### src/rtl/tch_pkg.sv
// Shared types, constants and helper functions for the tilt-compensated heading block.
// This file has no dependencies.
`default_nettype none
package tch_pkg;

    localparam int CORDIC_STEPS_DEF    = 16;
    localparam int ANGLE_FRAC_BITS_DEF = 16;
    localparam int TAB_LEN             = 24;

    localparam logic signed [31:0] GAIN_Q30          = 32'sd652032874;
    localparam logic signed [23:0] RAD_PER_TENTH_Q32 = 24'sd7496132;
    localparam logic signed [29:0] CDEG_PER_RAD_Q16  = 30'sd375493621;

    localparam logic [2:0] REG_OFFSET_X = 3'd0;
    localparam logic [2:0] REG_OFFSET_Y = 3'd1;
    localparam logic [2:0] REG_OFFSET_Z = 3'd2;
    localparam logic [2:0] REG_ROW_X    = 3'd3;
    localparam logic [2:0] REG_ROW_Y    = 3'd4;
    localparam logic [2:0] REG_ROW_Z    = 3'd5;
    localparam logic [2:0] REG_SIGN     = 3'd6;

    localparam logic [47:0] ROW_X_RESET = 48'h4000_0000_0000;
    localparam logic [47:0] ROW_Y_RESET = 48'h0000_4000_0000;
    localparam logic [47:0] ROW_Z_RESET = 48'h0000_0000_4000;

    // Widths of the datapath words.
    localparam int TW  = 34; // sine/cosine Q30 lanes
    localparam int VW  = 52; // horizontal vector
    localparam int ZW  = 36; // angle accumulator

    function automatic logic [63:0] atan_q30(input int i);
        logic [63:0] t;
        case (i % TAB_LEN)
            0: t = 64'd843314857;   1: t = 64'd497837829;   2: t = 64'd263043837;
            3: t = 64'd133525159;   4: t = 64'd67021687;    5: t = 64'd33543516;
            6: t = 64'd16775851;    7: t = 64'd8388437;     8: t = 64'd4194283;
            9: t = 64'd2097149;     10: t = 64'd1048576;    11: t = 64'd524288;
            12: t = 64'd262144;     13: t = 64'd131072;     14: t = 64'd65536;
            15: t = 64'd32768;      16: t = 64'd16384;      17: t = 64'd8192;
            18: t = 64'd4096;       19: t = 64'd2048;       20: t = 64'd1024;
            21: t = 64'd512;        22: t = 64'd256;        default: t = 64'd128;
        endcase
        return t;
    endfunction

    // Arctangent of 2^-i in radians with fb fraction bits, rounded half up.
    function automatic logic signed [ZW-1:0] atan_tab(input int i, input int fb);
        logic [63:0] t;
        int s;
        t = atan_q30(i);
        s = 30 - fb;
        if (s > 0)
        begin
            t = (t + (64'd1 << (s - 1))) >> s;
        end
        else
        begin
            t = t << (-s);
        end
        return ZW'(t);
    endfunction

    typedef struct packed {
        logic               flip_r;
        logic               flip_p;
        logic signed [18:0] x1;
        logic signed [18:0] y1;
        logic signed [18:0] z1;
    } front_t;

endpackage
`default_nettype wire

### src/rtl/tch_vec_cell.sv
// One CORDIC vectoring step of the atan2 chain.
// Depends on tch_pkg.
`default_nettype none
module tch_vec_cell #(
    parameter int STEP = 0,
    parameter int FB   = tch_pkg::ANGLE_FRAC_BITS_DEF
) (
    input  wire logic                          clk,
    input  wire logic                          rst_n,
    input  wire logic                          en,
    input  wire logic                          vin,
    input  wire logic signed [tch_pkg::VW-1:0] vx_in,
    input  wire logic signed [tch_pkg::VW-1:0] vy_in,
    input  wire logic signed [tch_pkg::ZW-1:0] z_in,
    input  wire logic [2:0]                    tag_in,
    output logic                               vout,
    output logic signed [tch_pkg::VW-1:0]      vx_out,
    output logic signed [tch_pkg::VW-1:0]      vy_out,
    output logic signed [tch_pkg::ZW-1:0]      z_out,
    output logic [2:0]                         tag_out
);
    import tch_pkg::*;

    localparam logic signed [ZW-1:0] ANG = atan_tab(STEP, FB);

    logic vout_reg;
    logic signed [VW-1:0] vx_next, vy_next, vx_reg, vy_reg;
    logic signed [ZW-1:0] z_next, z_reg;
    logic [2:0] tag_reg;

    always_comb
    begin
        if (vy_in > 0)
        begin
            vx_next = vx_in + (vy_in >>> STEP);
            vy_next = vy_in - (vx_in >>> STEP);
            z_next  = z_in + ANG;
        end
        else
        begin
            vx_next = vx_in - (vy_in >>> STEP);
            vy_next = vy_in + (vx_in >>> STEP);
            z_next  = z_in - ANG;
        end
    end

    always_ff @(posedge clk or negedge rst_n)
    begin
        if (!rst_n)
        begin
            vout_reg <= 1'b0;
        end
        else if (en)
        begin
            vout_reg <= vin;
        end
    end

    always_ff @(posedge clk)
    begin
        if (en)
        begin
            vx_reg  <= vx_next;
            vy_reg  <= vy_next;
            z_reg   <= z_next;
            tag_reg <= tag_in;
        end
    end

    assign vout    = vout_reg;
    assign vx_out  = vx_reg;
    assign vy_out  = vy_reg;
    assign z_out   = z_reg;
    assign tag_out = tag_reg;

endmodule
`default_nettype wire

### config.mk
export PLATFORM = sky130hd
export DESIGN_NAME = tch_vec_cell
export DESIGN_NICKNAME = d
export VERILOG_FILES = /design/src/rtl/tch_pkg.sv /design/src/rtl/tch_vec_cell.sv
export SDC_FILE = /design/constraint.sdc
export NUM_CORES = 1
export LEC_CHECK = 0
export BUFFER_PORTS_ARGS = -buffer_cell sky130_fd_sc_hd__clkbuf_2
export CAP_MARGIN = 15
export CELL_PAD_IN_SITES_DETAIL_PLACEMENT = 1
export CELL_PAD_IN_SITES_GLOBAL_PLACEMENT = 1
export CORE_ASPECT_RATIO = 1.1
export CORE_MARGIN = 2
export CORE_UTILIZATION = 43
export DETAILED_ROUTE_END_ITERATION = 10
export PLACE_DENSITY_LB_ADDON = 0.1
export RECOVER_POWER = 100
export SYNTH_ARGS = -nofsm -noshare
export SYNTH_HDL_FRONTEND = slang
export SYNTH_SLANG_ARGS = --single-unit
### constraint.sdc
create_clock -name clk -period 0.8 [get_ports clk]
set_input_delay 0.16 -clock clk [delete_from_list [all_inputs] [get_ports clk]]
set_output_delay 0.16 -clock clk [all_outputs]
set_load 0.1 [all_outputs]
==> results.md, run 1 <==
- The flow did not finish.
- The run ended at detailed placement (3_5_place_dp).
- The tool reported: "[ERROR DPL-0033] detailed placement checks failed during check placement".
- The floorplan step set the die width to 187 um.
- The mapped netlist covers 0.0159 mm2.
- The initial utilization of the core area, before any placement, comes to 0.438.
- The net count after synthesis is 2281.
- The share of synthesized registers carrying an async set or reset is 0.00699.
- The share of the yosys chip area belonging to registers is 0.270.
- Synthesis inferred 143 register bits.
- The number of distinct standard cells referenced by the synthesized netlist is 80.
- A synthesized cell averages 8.17 um2.
- From bottom edge to top edge, the die measures 206 um.
- The count of standard-cell rows is 73.
- The instance count of the mapped netlist is 1947.
- The synthesis warning total is 0.
- Counting flops with a built-in enable in the synthesized netlist gives 142.
- The number of top-level design ports is 291.
- Once detailed placement completed, the half-perimeter wirelength came to 88.4 mm.
- Input and output buffers added on the ports amount to 290.
- The most instantiated flip-flop cell in the synthesis netlist is sky130_fd_sc_hd__edfxtp_1.
- Routability-driven placement finished with a final weighted congestion of 0.997.
==> synthesized netlist by cell type, drive strengths merged (5+ instances only) <==
library cell  instances  share of area
a21o                 49          0.023
o311ai                6         0.0033
and2                 13         0.0051
o221ai                6         0.0033
nor4                 35          0.014
nand4                39          0.015
inv                 176          0.042
mux2i                15         0.0094
a211o                 8         0.0044
or3                  12         0.0050
nand2               107          0.025
o31ai                24          0.011
or4                   6         0.0031
and3                  9         0.0035
nand4b                5         0.0028
xnor2               105          0.058
o22ai                 5         0.0020
xor2                 15         0.0083
o21a                 22          0.010
edfxtp              142           0.27
a21oi               239          0.075
o211ai               31          0.015
ha                  183           0.14
or2                  12         0.0047
nor2b                17         0.0067
o21ai               144          0.045
buf                  36          0.010
o21bai               58          0.027
a221oi                6         0.0033
nor3                 48          0.015
a211oi               25          0.012
o2111ai               8         0.0044
nand2b               19         0.0075
o31a                 10         0.0055
a21boi                6         0.0028
clkbuf               50          0.012
nor2                135          0.032
a31oi                31          0.012
nand3                30         0.0097
==> kinds of logic after synthesis <==
family | count (synthesis) | synth area share
buffers and inverters | 263 | 0.0636
multiplexers | 19 | 0.0123
flip-flops | 143 | 0.270
adder cells (fa/ha/maj) | 187 | 0.149
AO/OA/AOI/OAI | 718 | 0.285
AND/OR/NAND/NOR | 497 | 0.155
XOR/XNOR | 120 | 0.0660
==> metrics by stage <==
stage | setup TNS, ns | std cells | instance area, um2
global placement | -338.74 | 3433 | 26400
floorplan | -259.48 | 1947 | 16600
==> inputs of run 2 (changes only) <==
- CELL_PAD_IN_SITES_DETAIL_PLACEMENT: 1 -> not set
- CELL_PAD_IN_SITES_GLOBAL_PLACEMENT: 1 -> not set
- CORE_ASPECT_RATIO: 1.1 -> not set
- CORE_UTILIZATION: 43 -> 40
- PLACE_DENSITY_LB_ADDON: 0.1 -> 0.15
==> run 2 against run 1 <==
Effect of this change:
- the flow now finishes, with violations (negative setup slack)
- area after synthesis unchanged
- synthesized cell count unchanged
==> results.md, run 2 <==
- The checks that failed: negative setup slack.
- Of all flip-flops after synthesis, the portion carrying an async set or reset was 0.00699.
- Counting instances in the post-synthesis netlist gives the leading cell types as 239 x sky130_fd_sc_hd__a21oi_1, 183 x sky130_fd_sc_hd__ha_1, 175 x sky130_fd_sc_hd__inv_1.
- The post-synthesis to final-layout area growth is 93.1%.
- The mapped netlist covers 0.0159 mm2.
- The area of placed instances is 0.0265 mm2.
- In this run the standard cell core region covers 0.0395 mm2.
- Of the available clock period, the critical path in the final layout requires 4.59.
- The number of iterations in the first detailed-routing pass is 6.
- The total of flip-flops plus latches after synthesis is 143.
- The startpoint kind of the worst setup timing path is an input port.
- The register with the most flip-flops in the layout has 52 of them.
- The flow ran to the end, but the final reports show violations.
- The number of violations of the max-capacitance limit is 0.
- The CTS tree is done.
- For this run, the leading register cell type out of synthesis is sky130_fd_sc_hd__edfxtp_1.
- The final routed DRC violation total is 0.
- Buffers placed on the I/O ports in this run total 290.
- The average instance in the mapped netlist occupies 8.17 um2.
- The placement-stage worst setup slack is -3.46 ns.
- The summed area of non-filler cells in the final layout is 0.0307 mm2.
- The first global-routing pass estimated 113 mm of wire.
- For this configuration, the core starts out at a cell density of 0.403.
- Entering global routing, the biggest net connects 77 pins.
- The final estimated routing congestion in global placement is 0.981.
- For this run, the number of Yosys warnings is 0.
- The die covers 0.0414 mm2.
- The count of standard-cell rows is 73.
- The count of fill cells added during filler insertion is 2729.
- The post-CTS clock slew at the launch and capture registers of the worst setup and hold paths is 0.06 ns.
- The cell with the largest stage delay on the worst path is sky130_fd_sc_hd__nor4_2.
- For this run, the slowest stage of the critical path takes 0.34 ns.
- In the layout the commonest cells are 783 x sky130_fd_sc_hd__buf_4, 173 x sky130_fd_sc_hd__a21oi_1, 164 x sky130_fd_sc_hd__inv_1, 164 x sky130_fd_sc_hd__buf_12, 145 x sky130_fd_sc_hd__ha_1.
- The number of top-level design ports is 291.
- The net count of the finished layout is 3394.
- The detailed-route via count is 20600.
- The endpoint type of the worst setup path is a register.
- Across the whole layout, storage elements account for 0.00429 mm2.
- In this run, synthesis inferred 142 flip-flops with an integrated enable.
- The net count after synthesis is 2281.
- The post-detailed-placement half-perimeter wirelength is 58.6 mm.
- Across the VDD grid, the largest voltage drop is 1.66 mV.
- The worst pin sits at a relative slew slack of 0.557.
- The number of hold violations in the final report is 0.
- Setup repair after global routing could not meet its margin everywhere.
- The via count of the first global-routing pass is 20000.
- The initial antenna violation count is 1.
- The buffer levels on the longest clock path is 2.
- In the final layout, the share of cells above drive strength 1 is 0.523.
- The data arrival time at the worst-slack endpoint is 3.88 ns.
- The number of antenna-violating nets in the routed design is 0.
- The number of pins exceeding their max-slew limit in the final report was 0.
- The leakage power is 13.7 nW.
- Leaving out fill and tap cells, the most frequent cell in the layout is sky130_fd_sc_hd__buf_4.
- The number of antenna diodes in the final layout is 0.
- The detail-routed net length per standard cell is 22.0 um.
- The critical setup path kind is input port to register.
- Power spread over the standard cell area amounts to 1720 mW/mm2.
- The clock net in this run drives a total of 143 sinks.
- The critical path goes through buf_6 -> nor4_4 -> buf_4 -> nand4_1 -> nor4_2 -> or2_4 -> buf_12 -> buf_12 -> ha_4 -> a211oi_2 -> o21bai_2 -> o311ai_4 -> a21oi_2 -> o21a_2 -> o41ai_4 -> buf_4 -> o21bai_1 -> a21oi_2 -> xnor2_1.
- The share of synthesized area in the top cell type comes to 0.268.
- Counting I/O delays and the setup requirement, the final critical path takes 3.67 ns.
- The number of clock buffers added by TritonCTS is 17.
- The number of distinct standard cells referenced by the synthesized netlist is 80.
- The setup slack after layout is -2.87 ns.
- For this run, the register share of the synthesized area comes to 0.270.
- The clock latency on the worst-skew pair is 0.45 ns.
- The kind of path behind the tightest hold check is input port to register.
- Wires add up to 79.1 mm.
- Global routing finished with a remaining overflow of 0.
- The library cell occupying the most area in the post-synthesis netlist is sky130_fd_sc_hd__edfxtp_1.
- The CTS root buffer is sky130_fd_sc_hd__clkbuf_16.
- The y dimension of the die is 203 um.
- In the routed layout, each cell is associated on average with a via count of 5.73.
- The instance count of the mapped netlist is 1947.
- The library cell with the highest instance count after synthesis is sky130_fd_sc_hd__a21oi_1.
- Sorting the synthesized cells by area gives the leading types as sky130_fd_sc_hd__edfxtp_1 27%, sky130_fd_sc_hd__ha_1 14%, sky130_fd_sc_hd__a21oi_1 7.5%, sky130_fd_sc_hd__xnor2_1 5.8%, sky130_fd_sc_hd__o21ai_0 4.5%.
- Timing would allow up to 272 MHz.
- The total power draw is 52.7 mW.
- After the first detailed-routing iteration, the DRC count stood at 1804.
- The combined area of the multi-input logic cells is 0.0134 mm2.
- The final setup violation count is 278.
- The critical-path maximum fanout is 5.
- In the global route stage, overall resource usage came out at 0.352.
- The depth of the CTS H-tree is 4.
- Clock skew on the completed layout was measured at 0 ns.
- At the worst endpoint, the required time is 1.01 ns.
- The die is 203 um wide.
- The slew at the pin with the worst max-slew slack is 0.659 ns.
run 2: cell counts after synthesis:
Identical to the previous run, type by type.
run 2: worst paths after layout:
kind                       startpoint        end  slack, ns  depth (start not counted)
setup reg to reg                 vout       vout      -0.06                          1
setup / recovery             vy_in[8]  z_out[29]      -2.87                         19
hold reg to reg                  vout       vout       0.60                          1
min in group asynchronous       rst_n       vout       0.58                          3
hold / removal               z_in[35]  z_out[35]       0.12                          3
max in group asynchronous       rst_n       vout       0.11                          3
run 2: cells by family after synthesis:
family | Yosys count | share of synthesized area
AOI/OAI and AO/OA | 718 | 0.285
xor gates and xnor gates | 120 | 0.0660
adders and majority gates | 187 | 0.149
buffers and inverters | 263 | 0.0636
DFF | 143 | 0.270
muxes | 19 | 0.0123
and+or+nand+nor | 497 | 0.155
run 2: routing by layer:
layer	GRT usage	part of all wire	up-vias
met5	0	0.00016	-
met4	0.113	0.037	2
met3	0.0476	0.085	214
met2	0.583	0.46	1077
met1	0.474	0.42	9929
li1	-	-	9412
run 2: layout make-up:
class | instances | share of cell area
Tap cell | 525 | 0.0214
Multi-Input combinational cell | 1541 | 0.435
Clock inverter | 15 | 0.00464
Clock buffer | 17 | 0.0138
Sequential cell | 143 | 0.140
Timing Repair Buffer | 1180 | 0.362
Inverter | 177 | 0.0233
run 2: power by group:
group	switching, mW	internal (mW)
Combinational	19.5	13.9
Sequential	1.04	10.0
Clock	3.67	4.56
Total	24.2	28.5
run 2: metrics by stage:
step                      TNS [ns]   util  instances  hold WS [ns]
after detailed placement   -326.77  0.671       3474       -0.0612
after CTS                  -285.43  0.739       3550        0.0671
final                      -307.16  0.779       3598         0.118
after floorplan            -259.48      -       1947        -0.136
after global placement     -325.23  0.671       3474       -0.0642
after global routing       -321.21  0.779       3598         0.151
run 2: repair_timing:
item	CTS	global route
hold buffers	10	0
buffers inserted	34	45
cloned	1	13
endpoints found under the hold margin	9	0
gates resized for setup	336	229
pin swaps	149	132
endpoints found under the setup margin	278	278
run 2: critical path, delay by kind of cell:
family	cells	cell delay, ns
buffers and inverters	5	0.72
AND/OR/NAND/NOR	4	1.11
XOR/XNOR	1	0.08
adder cells (fa/ha/maj)	1	0.20
AO/OA/AOI/OAI	8	1.61
Note: power is estimated with default switching activity, not from simulation.
