[src/rtl/tch_pkg.sv]
// Shared types, constants and helper functions for the tilt-compensated heading block.
// This file has no dependencies.
`default_nettype none
package tch_pkg;

    localparam int CORDIC_STEPS_DEF    = 16;
    localparam int ANGLE_FRAC_BITS_DEF = 16;
    localparam int TAB_LEN             = 24;

    localparam logic signed [31:0] GAIN_Q30          = 32'sd652032874;
    localparam logic signed [23:0] RAD_PER_TENTH_Q32 = 24'sd7496132;
    localparam logic signed [29:0] CDEG_PER_RAD_Q16  = 30'sd375493621;

    localparam logic [2:0] REG_OFFSET_X = 3'd0;
    localparam logic [2:0] REG_OFFSET_Y = 3'd1;
    localparam logic [2:0] REG_OFFSET_Z = 3'd2;
    localparam logic [2:0] REG_ROW_X    = 3'd3;
    localparam logic [2:0] REG_ROW_Y    = 3'd4;
    localparam logic [2:0] REG_ROW_Z    = 3'd5;
    localparam logic [2:0] REG_SIGN     = 3'd6;

    localparam logic [47:0] ROW_X_RESET = 48'h4000_0000_0000;
    localparam logic [47:0] ROW_Y_RESET = 48'h0000_4000_0000;
    localparam logic [47:0] ROW_Z_RESET = 48'h0000_0000_4000;

    // Widths of the datapath words.
    localparam int TW  = 34; // sine/cosine Q30 lanes
    localparam int VW  = 52; // horizontal vector
    localparam int ZW  = 36; // angle accumulator

    function automatic logic [63:0] atan_q30(input int i);
        logic [63:0] t;
        case (i % TAB_LEN)
            0: t = 64'd843314857;   1: t = 64'd497837829;   2: t = 64'd263043837;
            3: t = 64'd133525159;   4: t = 64'd67021687;    5: t = 64'd33543516;
            6: t = 64'd16775851;    7: t = 64'd8388437;     8: t = 64'd4194283;
            9: t = 64'd2097149;     10: t = 64'd1048576;    11: t = 64'd524288;
            12: t = 64'd262144;     13: t = 64'd131072;     14: t = 64'd65536;
            15: t = 64'd32768;      16: t = 64'd16384;      17: t = 64'd8192;
            18: t = 64'd4096;       19: t = 64'd2048;       20: t = 64'd1024;
            21: t = 64'd512;        22: t = 64'd256;        default: t = 64'd128;
        endcase
        return t;
    endfunction

    // Arctangent of 2^-i in radians with fb fraction bits, rounded half up.
    function automatic logic signed [ZW-1:0] atan_tab(input int i, input int fb);
        logic [63:0] t;
        int s;
        t = atan_q30(i);
        s = 30 - fb;
        if (s > 0)
        begin
            t = (t + (64'd1 << (s - 1))) >> s;
        end
        else
        begin
            t = t << (-s);
        end
        return ZW'(t);
    endfunction

    typedef struct packed {
        logic               flip_r;
        logic               flip_p;
        logic signed [18:0] x1;
        logic signed [18:0] y1;
        logic signed [18:0] z1;
    } front_t;

endpackage
`default_nettype wire

[src/rtl/tch_rot_cell.sv]
// One CORDIC rotation step computing sine and cosine for roll and pitch together.
// Depends on tch_pkg.
`default_nettype none
module tch_rot_cell #(
    parameter int STEP = 0,
    parameter int FB   = tch_pkg::ANGLE_FRAC_BITS_DEF
) (
    input  wire logic                          clk,
    input  wire logic                          rst_n,
    input  wire logic                          en,
    input  wire logic                          vin,
    input  wire logic signed [tch_pkg::TW-1:0] rx_in,
    input  wire logic signed [tch_pkg::TW-1:0] ry_in,
    input  wire logic signed [tch_pkg::ZW-1:0] rz_in,
    input  wire logic signed [tch_pkg::TW-1:0] px_in,
    input  wire logic signed [tch_pkg::TW-1:0] py_in,
    input  wire logic signed [tch_pkg::ZW-1:0] pz_in,
    input  wire tch_pkg::front_t               f_in,
    output logic                               vout,
    output logic signed [tch_pkg::TW-1:0]      rx_out,
    output logic signed [tch_pkg::TW-1:0]      ry_out,
    output logic signed [tch_pkg::ZW-1:0]      rz_out,
    output logic signed [tch_pkg::TW-1:0]      px_out,
    output logic signed [tch_pkg::TW-1:0]      py_out,
    output logic signed [tch_pkg::ZW-1:0]      pz_out,
    output tch_pkg::front_t                    f_out
);
    import tch_pkg::*;

    localparam logic signed [ZW-1:0] ANG = atan_tab(STEP, FB);

    logic vout_reg;
    logic signed [TW-1:0] rx_next, ry_next, px_next, py_next;
    logic signed [ZW-1:0] rz_next, pz_next;
    logic signed [TW-1:0] rx_reg, ry_reg, px_reg, py_reg;
    logic signed [ZW-1:0] rz_reg, pz_reg;
    front_t f_reg;

    always_comb
    begin
        if (!rz_in[ZW-1])
        begin
            rx_next = rx_in - (ry_in >>> STEP);
            ry_next = ry_in + (rx_in >>> STEP);
            rz_next = rz_in - ANG;
        end
        else
        begin
            rx_next = rx_in + (ry_in >>> STEP);
            ry_next = ry_in - (rx_in >>> STEP);
            rz_next = rz_in + ANG;
        end
        if (!pz_in[ZW-1])
        begin
            px_next = px_in - (py_in >>> STEP);
            py_next = py_in + (px_in >>> STEP);
            pz_next = pz_in - ANG;
        end
        else
        begin
            px_next = px_in + (py_in >>> STEP);
            py_next = py_in - (px_in >>> STEP);
            pz_next = pz_in + ANG;
        end
    end

    always_ff @(posedge clk or negedge rst_n)
    begin
        if (!rst_n)
        begin
            vout_reg <= 1'b0;
        end
        else if (en)
        begin
            vout_reg <= vin;
        end
    end

    always_ff @(posedge clk)
    begin
        if (en)
        begin
            rx_reg <= rx_next;
            ry_reg <= ry_next;
            rz_reg <= rz_next;
            px_reg <= px_next;
            py_reg <= py_next;
            pz_reg <= pz_next;
            f_reg  <= f_in;
        end
    end

    assign vout   = vout_reg;
    assign rx_out = rx_reg;
    assign ry_out = ry_reg;
    assign rz_out = rz_reg;
    assign px_out = px_reg;
    assign py_out = py_reg;
    assign pz_out = pz_reg;
    assign f_out  = f_reg;

endmodule
`default_nettype wire

[config.mk]
export PLATFORM = sky130hd
export DESIGN_NAME = tch_rot_cell
export DESIGN_NICKNAME = d
export VERILOG_FILES = /design/src/rtl/tch_pkg.sv /design/src/rtl/tch_rot_cell.sv
export SDC_FILE = /design/constraint.sdc
export NUM_CORES = 1
export LEC_CHECK = 0
export ABC_CLOCK_PERIOD_IN_PS = 830
export BUFFER_PORTS_ARGS = -buffer_cell sky130_fd_sc_hd__buf_2
export CAP_MARGIN = 25
export CORE_UTILIZATION = 33
export DETAILED_ROUTE_END_ITERATION = 12
export GPL_TIMING_DRIVEN = 0
export PLACE_DENSITY = 0.57
export SETUP_SLACK_MARGIN = 0.3
export SLEW_MARGIN = 5
export SYNTH_ARGS = -nofsm -noshare
export SYNTH_HDL_FRONTEND = slang
export SYNTH_SLANG_ARGS = --single-unit
[constraint.sdc]
create_clock -name clk -period 0.83 [get_ports clk]
set_clock_uncertainty 0.15 [all_clocks]
set_input_delay 0.0415 -clock clk [delete_from_list [all_inputs] [get_ports clk]]
set_output_delay 0.0415 -clock clk [all_outputs]
set_load 0.03 [all_outputs]
==> results of run 1 <==
[cell type report]
type	count	area, um2	share of cell area (%)
inverters	229	978.4	2.810
well taps	931	1165	3.345
clock inverters	26	214.0	0.6144
clock buffers	38	908.4	2.609
plain buffers	92	832.0	2.389
multi-input cells	1891	17110	49.12
diodes	5	12.51	0.03593
flip-flops and latches	266	7983	22.92
repair buffers	815	5624	16.15
[stage by stage]
stage / setup slack (ns) / hold slack (ns) / utilization (%)
after floorplan: -1.961 / -0.4041 / -
after global placement: -4.444 / -0.3334 / 41.24
after detailed placement: -2.801 / -0.3326 / 41.36
after CTS: -1.737 / -0.4691 / 48.52
after global routing: -1.837 / -0.4626 / 50.77
final: -1.783 / -0.4457 / 50.77
[where the power goes]
group / switching (mW) / internal (mW) / leakage (nW)
Clock: 6.30 / 8.63 / 0.556
Sequential: 0.506 / 17.4 / 2.61
Combinational: 16.3 / 10.3 / 11.7
[cells in the mapped netlist (14+ instances only)]
cell      count  area share, %
a211oi_1     25           0.82
a21o_1      101            3.3
a21oi_1     299            6.6
and3_1       14           0.38
buf_1        22           0.36
clkbuf_1     55           0.90
edfxtp_1    265             35
ha_1        260             14
inv_1       221            3.6
mux2i_1      32            1.4
nand2_1     120            2.0
nand2b_1     26           0.71
nand3_1      30           0.66
nand4_1      20           0.55
nor2_1      183            3.0
nor2b_1      29           0.79
nor3_1       41           0.90
nor4_1       21           0.58
o211ai_1     20           0.66
o21a_1       39            1.3
o21ai_0     124            2.7
o21ai_1      28           0.61
o21bai_1     44            1.4
o31ai_1      31            1.0
xnor2_1     145            5.6
xor2_1       37            1.4
[metal layers]
metal  wire length (um)  share of wire, %  vias up  GRT usage (%)
li1                   -                 -    10760              -
met1              40370                43    11210          33.35
met4               2690               2.8       10          7.421
met3               6847               7.2      159          5.305
met2              44820                47      936          42.31
met5                 70             0.074        -              0
[path summary, 6_finish.rpt]
kind,to,slack (ns),cells past startpoint
worst max-delay path,rx_out[33]$_DFFE_PP_,-1.78,13
worst min-delay path,f_out[0]$_DFFE_PP_,-0.45,1
worst max register to register,vout$_DFFE_PN0P_,-0.05,1
worst min register to register,vout$_DFFE_PN0P_,0.35,1
max in group asynchronous,vout$_DFFE_PN0P_,0.80,2
min in group asynchronous,vout$_DFFE_PN0P_,-0.36,2
[repair_timing]
item,in CTS,in global routing
endpoints found under the hold margin,192,118
pin swaps,225,186
gates resized for setup,390,261
gates cloned,3,0
setup buffers,137,69
endpoints found under the setup margin,690,703
[cells by family (layout without fill, tap and decap cells)]
kind of cell / Yosys count / after routing / share of synthesized area [%]
XOR/XNOR: 182 / 182 / 6.978
flip-flops: 266 / 266 / 34.95
buffers and inverters: 321 / 1200 / 5.455
other: 0 / 5 / 0
AO/OA/AOI/OAI: 859 / 859 / 24.59
AND/OR/NAND/NOR: 548 / 548 / 11.59
adder cells (fa/ha/maj): 268 / 268 / 14.94
multiplexers: 34 / 34 / 1.501
==> results by group, run 1 <==
Routing
  • Vias/cell: around 5.4
  • WL per Instance: between 20 and 25 um
  • Via count: approximately 23000
  • Detail Route Antenna Nets: 0
  • Drt pass-1 iters: 5
  • Violation count after the first detailed-route iteration: around 1700
  • Routed wire length: ~95 mm
  • # DRC: 0

Yosys
  • Synthesized net count: slightly above 3000
  • Primary FF master, synth: edfxtp_1
  • Sequential area share after synthesis: 34.95%
  • Netlist cell types: 93
  • Asr flop ratio synth: 0.3759%
  • Mapped Cells: approximately 2500
  • Mean Syn Cell Area: roughly 9 um2
  • Ys Warns: 0
  • Syn Std Cell Area: about 23000 um2
  • Post-synth EDFFs: 265
  • Synth Register Bits: approximately 270

Floorplan
  • Rows: 96
  • Area of the core: approximately 69000 um2
  • Die Area: between 70000 and 80000 um2
  • Io pins: ~540
  • Die Y: ~270 um
  • Initial Util: 33.31%
  • Die X: 265.1 um

CTS
  • Maximum root-to-sink buffer count: 3
  • Clock slew at reported path FFs: 0.06 ns
  • Clk_lat worst skew: 0.55 ns
  • CTS tree: built
  • Hold_buf cts: 65
  • H-Tree Depth: 2
  • Sinks on the clock net: around 270
  • Inserted Clock Buffers: 36
  • Clock root buffer: clkbuf_16

Timing
  • Worst-Margin Slew: 1.236 ns
  • Setup tns final: -365.76 ns
  • Minimum clock period: approximately 2.6 ns
  • Hold Violations, Final: ~120
  • Tcrit/Tclk final: 314.8%
  • Max Freq: ~380 MHz
  • Final Setup Violations: around 600
  • Hold Slack: -0.4457 ns
  • Slew HR: 17.60%
  • PnR worst setup slack: -1.783 ns
  • Slew Limit Fails: 0
  • RSZ-0062 raised after global routing: true

Worst hold path
  • Hold WC Path Type: input port to flop
  • Worst Hold Launch: f_in[0]

Cells and area
  • Design area: around 35000 um2
  • Leading cell types in the layout, fill and taps excluded: buf_2, edfxtp_1, a21oi_1, ha_1, inv_1
  • Proportion of layout cells with a drive suffix above 1: between 40% and 50%
  • Final nets: between 3000 and 4000
  • Largest register FFs: a little under 60
  • FILL cells: 6279
  • Most common cell after layout, fill and taps aside: buf_2
  • Area delta synth->final: 52.45%
  • Non-filler cells, final: between 4000 and 5000

Setup path
  • Slowest stage cell on the critical path: a2111o_1
  • Buffers & Inverters on Critical Path: 3
  • Crit Path Class: input port to flop
  • Reg2reg start: vout$_DFFE_PN0P_
  • Critical path data arrival time: 2.76 ns
  • Worst EP required: roughly 0.98 ns
  • Critical Path End Type: flop
  • Crit-path cells: buf_8, inv_6, ha_4, buf_6, nor2_4, o211ai_1, a2111o_1, a211oi_4, o31a_1, a21oi_2, o311a_4, mux2i_4, xnor2_1
  • Crit path launch: rx_in[3]
  • Delay-heaviest family, CP: compound AO/OA/AOI/OAI gates
  • Crit path largest cell delay: between 0.6 and 0.7 ns
  • Critical Path Start Type: input port
  • CP Max Fanout: 4

Placed design
  • Gpl congestion: 0.9313
  • Port buffer count: roughly 540
  • Dpl hpwl: about 71 mm
  • Placed inst area: around 28000 um2
  • # placed instances: between 3000 and 4000

Global route
  • First-pass GRT wire length: about 140 mm
  • Grt ovf: 0
  • Pin count of the biggest net entering global routing: 120
  • Initial antenna violation count: 11
  • Vias in the first global route: about 23000
  • Total Routing Usage GR: 25.52%

Power
  • Cell leakage power: between 10 and 15 nW
  • Power per cell area: roughly 1700 nW/um2
  • Final Power: roughly 59 mW
  • Maximum vdd drop: 1.499 mV

Run status
  • Outcome: finished with violations
  • Failing checks: negative hold slack, negative setup slack

Job
  • Max Cap Violations: 0
Note: power is estimated with default switching activity, not from simulation.
==> inputs of run 2 (changes only) <==
--- a/config.mk
+++ b/config.mk
@@ -12,2 +12,3 @@
 export DETAILED_ROUTE_END_ITERATION = 12
+export GPL_ROUTABILITY_DRIVEN = 0
 export GPL_TIMING_DRIVEN = 0
==> constraint.sdc (replaced) <==
create_clock -name clk -period 0.83 [get_ports clk]
set_clock_uncertainty 0.15 [all_clocks]
set_input_delay 0 -clock clk [delete_from_list [all_inputs] [get_ports clk]]
set_output_delay 0 -clock clk [all_outputs]
set_load 0.03 [all_outputs]
==> results by group, run 2 (same netlist as run 1, synthesis figures left out) <==
Floorplan
  • Initial Util: 33.31% (unchanged)
  • Io pins: 539 (unchanged)
  • Die Area: 70280 um2 (unchanged)
  • Die X: 265.1 um (unchanged)
  • Die Y: 265.1 um (unchanged)
  • Rows: 96 (unchanged)
  • Area of the core: 68590 um2 (unchanged)

CTS
  • Clk_lat worst skew: 0.55 ns (about the same)
  • Maximum root-to-sink buffer count: 3 (unchanged)
  • Inserted Clock Buffers: 36 (unchanged)
  • H-Tree Depth: 2 (unchanged)
  • Clock slew at reported path FFs: 0.06 ns (about the same)
  • Hold_buf cts: 70 (was 65)
  • CTS tree: built (unchanged)
  • Sinks on the clock net: 266 (unchanged)
  • Clock root buffer: clkbuf_16 (unchanged)

Run status
  • Failing checks: negative hold slack, negative setup slack (unchanged)
  • Outcome: finished with violations (unchanged)

Power
  • Cell leakage power: 15.98 nW (was 14.88 nW)
  • Maximum vdd drop: 1.417 mV (was 1.499 mV)
  • Power per cell area: 1693 nW/um2 (was 1707 nW/um2)

Cells and area
  • Proportion of layout cells with a drive suffix above 1: 45.03% (was 42.18%)
  • Non-filler cells, final: 4348 (was 4293)
  • Area delta synth->final: 65.31% (was 52.45%)
  • Leading cell types in the layout, fill and taps excluded: buf_6, edfxtp_1, buf_2, ha_1, inv_1 (was buf_2, edfxtp_1, a21oi_1, ha_1, inv_1)
  • Most common cell after layout, fill and taps aside: buf_6 (was buf_2)
  • Largest register FFs: 59 (unchanged)
  • Final cell utilization of the core: 55.06% (was 50.77%)
  • Final nets: 3921 (was 3870)

Job
  • Max Cap Violations: 0 (unchanged)

Routing
  • Drt pass-1 iters: 6 (was 5)
  • WL per Instance: 22.53 um (was 22.08 um)
  • Via count: 24050 (was 23070)
  • # DRC: 0 (unchanged)
  • Violation count after the first detailed-route iteration: 2180 (was 1685)
  • Vias/cell: 5.532 (was 5.375)
  • Detail Route Antenna Nets: 0 (unchanged)
  • Routed wire length: 97.98 mm (was 94.80 mm)

Timing
  • RSZ-0062 raised after global routing: true (unchanged)
  • Minimum clock period: 2.624 ns (was 2.613 ns)
  • Final Setup Violations: 459 (was 597)
  • Setup tns final: -341.06 ns (was -365.76 ns)
  • Hold Violations, Final: 280 (was 119)
  • Tcrit/Tclk final: 316.2% (was 314.8%)
  • Slew HR: 59.41% (was 17.60%)
  • Max Freq: 381.1 MHz (was 382.7 MHz)
  • Slew Limit Fails: 0 (unchanged)
  • Worst-Margin Slew: 0.6025 ns (was 1.236 ns)
  • Hold Slack: -0.4390 ns (was -0.4457 ns)
  • PnR worst setup slack: -1.794 ns (was -1.783 ns)

Placed design
  • Dpl hpwl: 67.50 mm (was 71.14 mm)
  • Port buffer count: 538 (unchanged)
  • # placed instances: 3949 (was 3950)

Global route
  • Vias in the first global route: 23250 (was 22820)
  • Initial antenna violation count: 15 (was 11)
  • Pin count of the biggest net entering global routing: 123 (was 120)
  • First-pass GRT wire length: 137.0 mm (was 138.1 mm)
  • Grt ovf: 0 (unchanged)
  • M3 GR Usage: 5.740% (was 5.305%)
  • Met1 GRT Util: 32.38% (was 33.35%)
  • Total Routing Usage GR: 24.99% (was 25.52%)
  • Met2 Use GR: 40.69% (was 42.31%)
  • Busiest grt layer: met2 (unchanged)

Setup path
  • Critical Path Start Type: input port (unchanged)
  • Slowest stage cell on the critical path: a2111o_1 (unchanged)
  • Buffers & Inverters on Critical Path: 3 (unchanged)
  • Crit path largest cell delay: 0.59 ns (was 0.61 ns)
  • Delay-heaviest family, CP: compound AO/OA/AOI/OAI gates (unchanged)
  • Critical path data arrival time: 2.77 ns (was 2.76 ns)
  • CP most frequent cell: buf_6
  • Crit-path cells: buf_8, ha_4, buf_6, nor2_4, o211ai_1, a2111o_1, buf_6, a211oi_4, o31a_1, a21oi_2, o311a_4, mux2i_4, xnor2_1 (was buf_8, inv_6, ha_4, buf_6, nor2_4, o211ai_1, a2111o_1, a211oi_4, o31a_1, a21oi_2, o311a_4, mux2i_4, xnor2_1)
  • R2R Setup Slk: -0.11 ns (was -0.05 ns)
  • CP Max Fanout: 3 (was 4)
  • Crit Path Class: input port to flop (unchanged)
  • Worst EP required: 0.98 ns (about the same)
  • Critical Path End Type: flop (unchanged)

Worst hold path
  • Hold WC Path Type: input port to flop (unchanged)
-- run 2: power by group --
part	switching, mW	total (mW)	internal (mW)
clock	6.60	15.6	9.01
sequential	0.968	18.4	17.4
combinational	16.8	29.9	13.1
total	24.4	63.9	39.5
-- run 2: final timing paths --
check / start / endpoint / cells past startpoint
max in group asynchronous: rst_n / vout$_DFFE_PN0P_ / 3
min in group asynchronous: rst_n / vout$_DFFE_PN0P_ / 3
min reg2reg: vout$_DFFE_PN0P_ / vout$_DFFE_PN0P_ / 1
min: vin / vout$_DFFE_PN0P_ / 2
max: ry_in[3] / rx_out[33]$_DFFE_PP_ / 13
max reg2reg: vout$_DFFE_PN0P_ / vout$_DFFE_PN0P_ / 1
-- run 2: final cells by class --
class / count / area (um2)
Antenna cell: 8 / 20.02
Clock buffer: 42 / 923.4
Fill cell: 5778 / 30820
Clock inverter: 23 / 226.5
Sequential cell: 266 / 7983
Inverter: 229 / 985.9
Tap cell: 931 / 1165
Multi-Input combinational cell: 1891 / 17490
Buffer: 92 / 958.4
Timing Repair Buffer: 866 / 8005
-- run 2: per-stage QoR --
stage	area [um2]	setup WS [ns]	power (mW)	hold WS, ns
4_1_cts	33870	-1.698	58.98	-0.4956
3_5_place_dp	28350	-2.715	39.48	-0.3743
2_1_floorplan	24430	-1.919	32.64	-0.4456
3_3_place_gp	28290	-4.413	39.38	-0.3750
6_report	37760	-1.794	63.93	-0.4390
5_1_grt	37760	-1.779	66.38	-0.4613
-- run 2: routing by layer --
| metal | wire [um] | share of wire, % |
|---|---|---|
| met1 | 40420 | 41 |
| met2 | 45630 | 47 |
| met3 | 8282 | 8.5 |
| met4 | 3557 | 3.6 |
| met5 | 90 | 0.092 |
-- run 2: what timing repair did --
action | 4_1_cts | 5_1_grt
endpoints found under the setup margin | 698 | 700
cloned | 5 | 9
setup buffers | 161 | 79
pin swaps | 245 | 201
endpoints found under the hold margin | 195 | 351
resized for setup | 497 | 1131
